**config.mk**
```make
export PLATFORM = sky130hd
export DESIGN_NAME = isp_div
export DESIGN_NICKNAME = d
export VERILOG_FILES = /design/src/sv/isp_pkg.sv /design/src/sv/isp_div.sv
export SDC_FILE = /design/constraint.sdc
export NUM_CORES = 1
export LEC_CHECK = 0
export ABC_AREA = 1
export ABC_CLOCK_PERIOD_IN_PS = 1980
export BUFFER_PORTS_ARGS = -buffer_cell sky130_fd_sc_hd__buf_4
export CAP_MARGIN = 40
export CORE_MARGIN = 5
export CORE_UTILIZATION = 45
export CTS_CLUSTER_SIZE = 24
export DETAILED_ROUTE_END_ITERATION = 12
export PLACE_DENSITY_LB_ADDON = 0.1
export SETUP_SLACK_MARGIN = 0.4
export SYNTH_ARGS = -nofsm -noshare
export SYNTH_HDL_FRONTEND = slang
export SYNTH_SLANG_ARGS = --single-unit
```
**constraint.sdc**
```tcl
create_clock -name clk -period 1.98 [get_ports clk]
set_input_delay 0.198 -clock clk [delete_from_list [all_inputs] [get_ports clk]]
set_output_delay 0.198 -clock clk [all_outputs]
set_load 0.01 [all_outputs]
```
**src/sv/isp_pkg.sv**
```systemverilog
// Shared widths, register indexes and sizes for the image slice profile block.
package isp_pkg;

  localparam int SAMPLE_W     = 24;
  localparam int VALUE_W      = 34;
  localparam int INDEX_W      = 10;
  localparam int MAX_TIME     = 1024;
  localparam int MAX_CHANNELS = 256;
  localparam int TADDR_W      = $clog2(MAX_TIME);
  localparam int CHAN_W       = $clog2(MAX_CHANNELS);
  localparam int NCH_W        = 9;
  localparam int NT_W         = 11;
  localparam int WIN_W        = 16;
  localparam int LEN_W        = 11;
  localparam int CFG_IDX_W    = 3;
  localparam int CFG_DATA_W   = 16;

  // The divider retires one quotient bit per cycle.
  localparam int DIV_STEPS    = VALUE_W;
  localparam int DIV_CNT_W    = $clog2(DIV_STEPS + 1);

  localparam logic [CFG_IDX_W-1:0] REG_TEMPORAL_MODE = 3'd0;
  localparam logic [CFG_IDX_W-1:0] REG_TAKE_WHOLE    = 3'd1;
  localparam logic [CFG_IDX_W-1:0] REG_WINDOW_LOW    = 3'd2;
  localparam logic [CFG_IDX_W-1:0] REG_WINDOW_HIGH   = 3'd3;
  localparam logic [CFG_IDX_W-1:0] REG_NORMALIZE     = 3'd4;
  localparam logic [CFG_IDX_W-1:0] REG_CHANNELS      = 3'd5;
  localparam logic [CFG_IDX_W-1:0] REG_SAMPLES       = 3'd6;

  typedef logic signed [VALUE_W-1:0] value_t;

  typedef struct packed {
    logic start;
    logic done;
  } div_ctl_t;

endpackage

```
**src/sv/isp_div.sv**
```systemverilog
// Sequential signed divider: a 34-bit sum by an unsigned window length, truncating toward zero.
module isp_div
  import isp_pkg::*;
(
  input  logic                clk,
  input  logic                rst,
  input  logic                start,
  input  value_t              dividend,
  input  logic [LEN_W-1:0]    divisor,
  output logic                done,
  output value_t              quotient
);

  logic [VALUE_W-1:0]   quot;
  logic [LEN_W-1:0]     rem;
  logic [DIV_CNT_W-1:0] count;
  logic                 busy;
  logic                 neg;
  logic [LEN_W:0]       trial;
  logic                 take;

  // One restoring step: bring down the next dividend bit and try the subtraction.
  always_comb begin
    trial = {rem, quot[VALUE_W-1]};
    take  = (trial >= {1'b0, divisor});
  end

  always_ff @(posedge clk) begin
    if (rst) begin
      busy  <= 1'b0;
      done  <= 1'b0;
      count <= '0;
    end else begin
      done <= 1'b0;
      if (start) begin
        busy  <= 1'b1;
        count <= DIV_CNT_W'(DIV_STEPS);
      end else if (busy) begin
        count <= count - 1'b1;
        if (count == DIV_CNT_W'(1)) begin
          busy <= 1'b0;
          done <= 1'b1;
        end
      end
    end
  end

  always_ff @(posedge clk) begin
    if (start) begin
      neg  <= dividend[VALUE_W-1];
      quot <= dividend[VALUE_W-1] ? (~dividend + 1'b1) : dividend;
      rem  <= '0;
    end else if (busy) begin
      rem  <= take ? LEN_W'(trial - {1'b0, divisor}) : trial[LEN_W-1:0];
      quot <= {quot[VALUE_W-2:0], take};
    end
  end

  assign quotient = neg ? -signed'(quot) : signed'(quot);

endmodule

```
==> impl_metrics.json <==
{
  "ys_seq_area_frac": 0.289,
  "yosysTopAreaCell": "edfxtp_1",
  "dr.pass1.iters": 5,
  "ant_nets": 0,
  "synth.area.top_cells": "edfxtp_1 (21%), nand2_1 (15%), inv_1 (9.2%), nand3_1 (8.7%), dfxtp_1 (7.7%)",
  "cts_max_level": 2,
  "mostFrequentLayoutCell": "nand2_1",
  "grt_usage": 0.225,
  "worstPathRequired_ps": 1780,
  "ios": 83,
  "wire_per_inst_um": 14.9,
  "drive_above_1_share": 0.278,
  "cts_sinks": 54,
  "arrival_ps": 2020,
  "endpoint_kind": "output pin",
  "dp_hpwl_um": 11400,
  "swShare": 0.346,
  "ys_ff_latch": 54,
  "min_period_ps": 2220,
  "crit_path_start_kind": "flop",
  "dieArea_mm2": 0.0132,
  "dp_slack_ps": 64.9,
  "status": "finished with violations",
  "fmax_mhz": 450,
  "layout_common_cells": "nand2_1 (182), buf_4 (127), inv_1 (112)",
  "slew_headroom": 0.749,
  "fin_area_mm2": 0.00679,
  "drc": 0,
  "drv_slew": 0,
  "setup.worst_path.class": "flop to output pin",
  "syn_to_final_growth_pct": 37.1,
  "power_density_mw_per_mm2": 520,
  "cts_buffers": 5,
  "row_count": 38,
  "setup_viol": 23,
  "p_leak_uw": 0.00324,
  "vias": 5505,
  "combPwrFrac": 0.396,
  "worst_slew_pin_slew_ps": 374,
  "die_x_um": 115,
  "io_buffers": 82,
  "yosysTopAreaCellShare": 0.212,
  "sequentialPowerShare": 0.397,
  "syn_inst": 775,
  "drtIter0Drc": 418,
  "syn_area_mm2": 0.00495,
  "cts_tree": "yes",
  "cts_hold_buffers": 0,
  "setup_slack_ps": -241,
  "initial_core_util": 0.459,
  "path_clk_slew_ps": 90,
  "post-place-cells": 999,
  "timing.hold.ws_ps": 67.7,
  "ctsRootBufferMaster": "clkbuf_8",
  "final_hold_viol_count": 0,
  "synth.net_count": 839,
  "antenna_found_initial": 0,
  "clk_latency_ps": 310,
  "rsz0062_at_grt": "true",
  "cp_max_fo": 4,
  "drt-total-wl_um": 15500,
  "avgSynthCellArea_um2": 6.39,
  "hp-class": "primary input to flop",
  "grt_first_pass_wirelength_um": 24000,
  "grt_pass1_vias": 5130,
  "p_int_uw": 2310,
  "post_dp_cell_area_mm2": 0.00595,
  "grt_max_degree": 38,
  "power_frac_clock": 0.206,
  "violations": "negative setup slack",
  "final_nets": 964,
  "ys_warn_count": 0,
  "yosysUniqueCellTypes": 43,
  "routabilityCongestion": 0.931,
  "grt-ovfl-total": 0,
  "post-route-period-util": 1.12,
  "vias_per_cell": 5.29,
  "n_fill_cell": 968,
  "drv_cap": 0,
  "final.setup_skew_ps": 11.3,
  "fin_cells": 1040,
  "cts_buffer_depth": 2,
  "core_mm2": 0.0108,
  "die_y_um": 115,
  "p_sw_uw": 1220,
  "ir_drop_mv": 0.282,
  "num_antenna_cells": 0
}
==> final cells by class <==
class                           instances  area [um^2]  area share
Tap cell                              140          175      0.0258
Multi-Input combinational cell        574         3450       0.507
Clock inverter                          2         33.8     0.00498
Inverter                              125          475      0.0700
Timing Repair Buffer                  140         1150       0.170
Sequential cell                        54         1440       0.212
Clock buffer                            5         68.8      0.0101
==> worst max-delay path, cell delays in order, from the launching register on <==
cell and delay (ps):
edfxtp_1 440, nor2_4 170, nand2_4 100, buf_6 130, nor4_4 400, nand3_1 120
nand2_1 80, nand2_1 50, nand2_1 50, nand2_1 60, buf_6 120
==> through the flow <==
step / setup TNS, ps / total power [uW] / util
global route: -5400 / 3740 / 0.629
detailed placement: 0 / 2610 / 0.551
floorplan: 0 / 2100 / -
finish: -2570 / 3530 / 0.629
CTS: -2700 / 3480 / 0.611
global placement: 0 / 2590 / 0.550
==> registers in the layout, summed over array words and instances (netlist names) <==
signal and flops:
neg 1, count 6, quot 34, busy 1
rem 11, done 1
==> cells in the mapped netlist (all sizes together) <==
cell    number
nand4       27
a221oi       1
a211oi       1
nand2      200
or2          5
xnor2       12
a21o         1
clkbuf      13
and2         1
ha          15
a21oi       13
a21boi       1
nor4         3
nor3        12
o31ai        2
buf         10
a31oi        3
and3         1
nor2        92
fa           1
inv        125
nor3b        3
xor2        32
dfxtp       19
nand3b       1
edfxtp      35
nand3       89
o22ai        1
o21ai       56
==> cell families after synthesis <==
group | share of synthesized area
AND/OR/NAND/NOR | 0.391
flip-flops | 0.289
adder cells (fa/ha/maj) | 0.0420
buffers and inverters | 0.115
AO/OA/AOI/OAI | 0.0849
XOR/XNOR | 0.0778
==> metal layers <==
metal,up-vias,global-route usage,share of wire
met3,39,0.0368,0.059
met4,0,0.0822,0.034
met2,196,0.413,0.51
li1,2756,-,-
met1,2514,0.262,0.40
met5,-,0,0
==> path summary, 6_finish.rpt <==
kind         slack [ps]  cells past startpoint           end      from
max reg2reg          80                     12        rem[2]  quot[33]
min reg2reg         480                      2        rem[5]    rem[5]
max                -240                     10  quotient[26]   quot[3]
min                  70                      2          busy       rst
==> repair_timing <==
item | 4_1_cts | 5_1_grt
hold endpoints to repair | 0 | 0
buffers inserted | 23 | 9
cloned | 2 | 0
resized for setup | 76 | 32
pin swaps | 41 | 31
endpoints found under the setup margin | 45 | 50
==> power groups by stage <==
stage / Clock [uW] / Sequential (uW) / Combinational, uW
after floorplan: 0 / 1410 / 685
after global placement: 0 / 1430 / 1160
after detailed placement: 0 / 1430 / 1180
after CTS: 749 / 1400 / 1330
after global routing: 796 / 1410 / 1530
final: 728 / 1400 / 1400
Note: power is estimated with default switching activity, not from simulation.
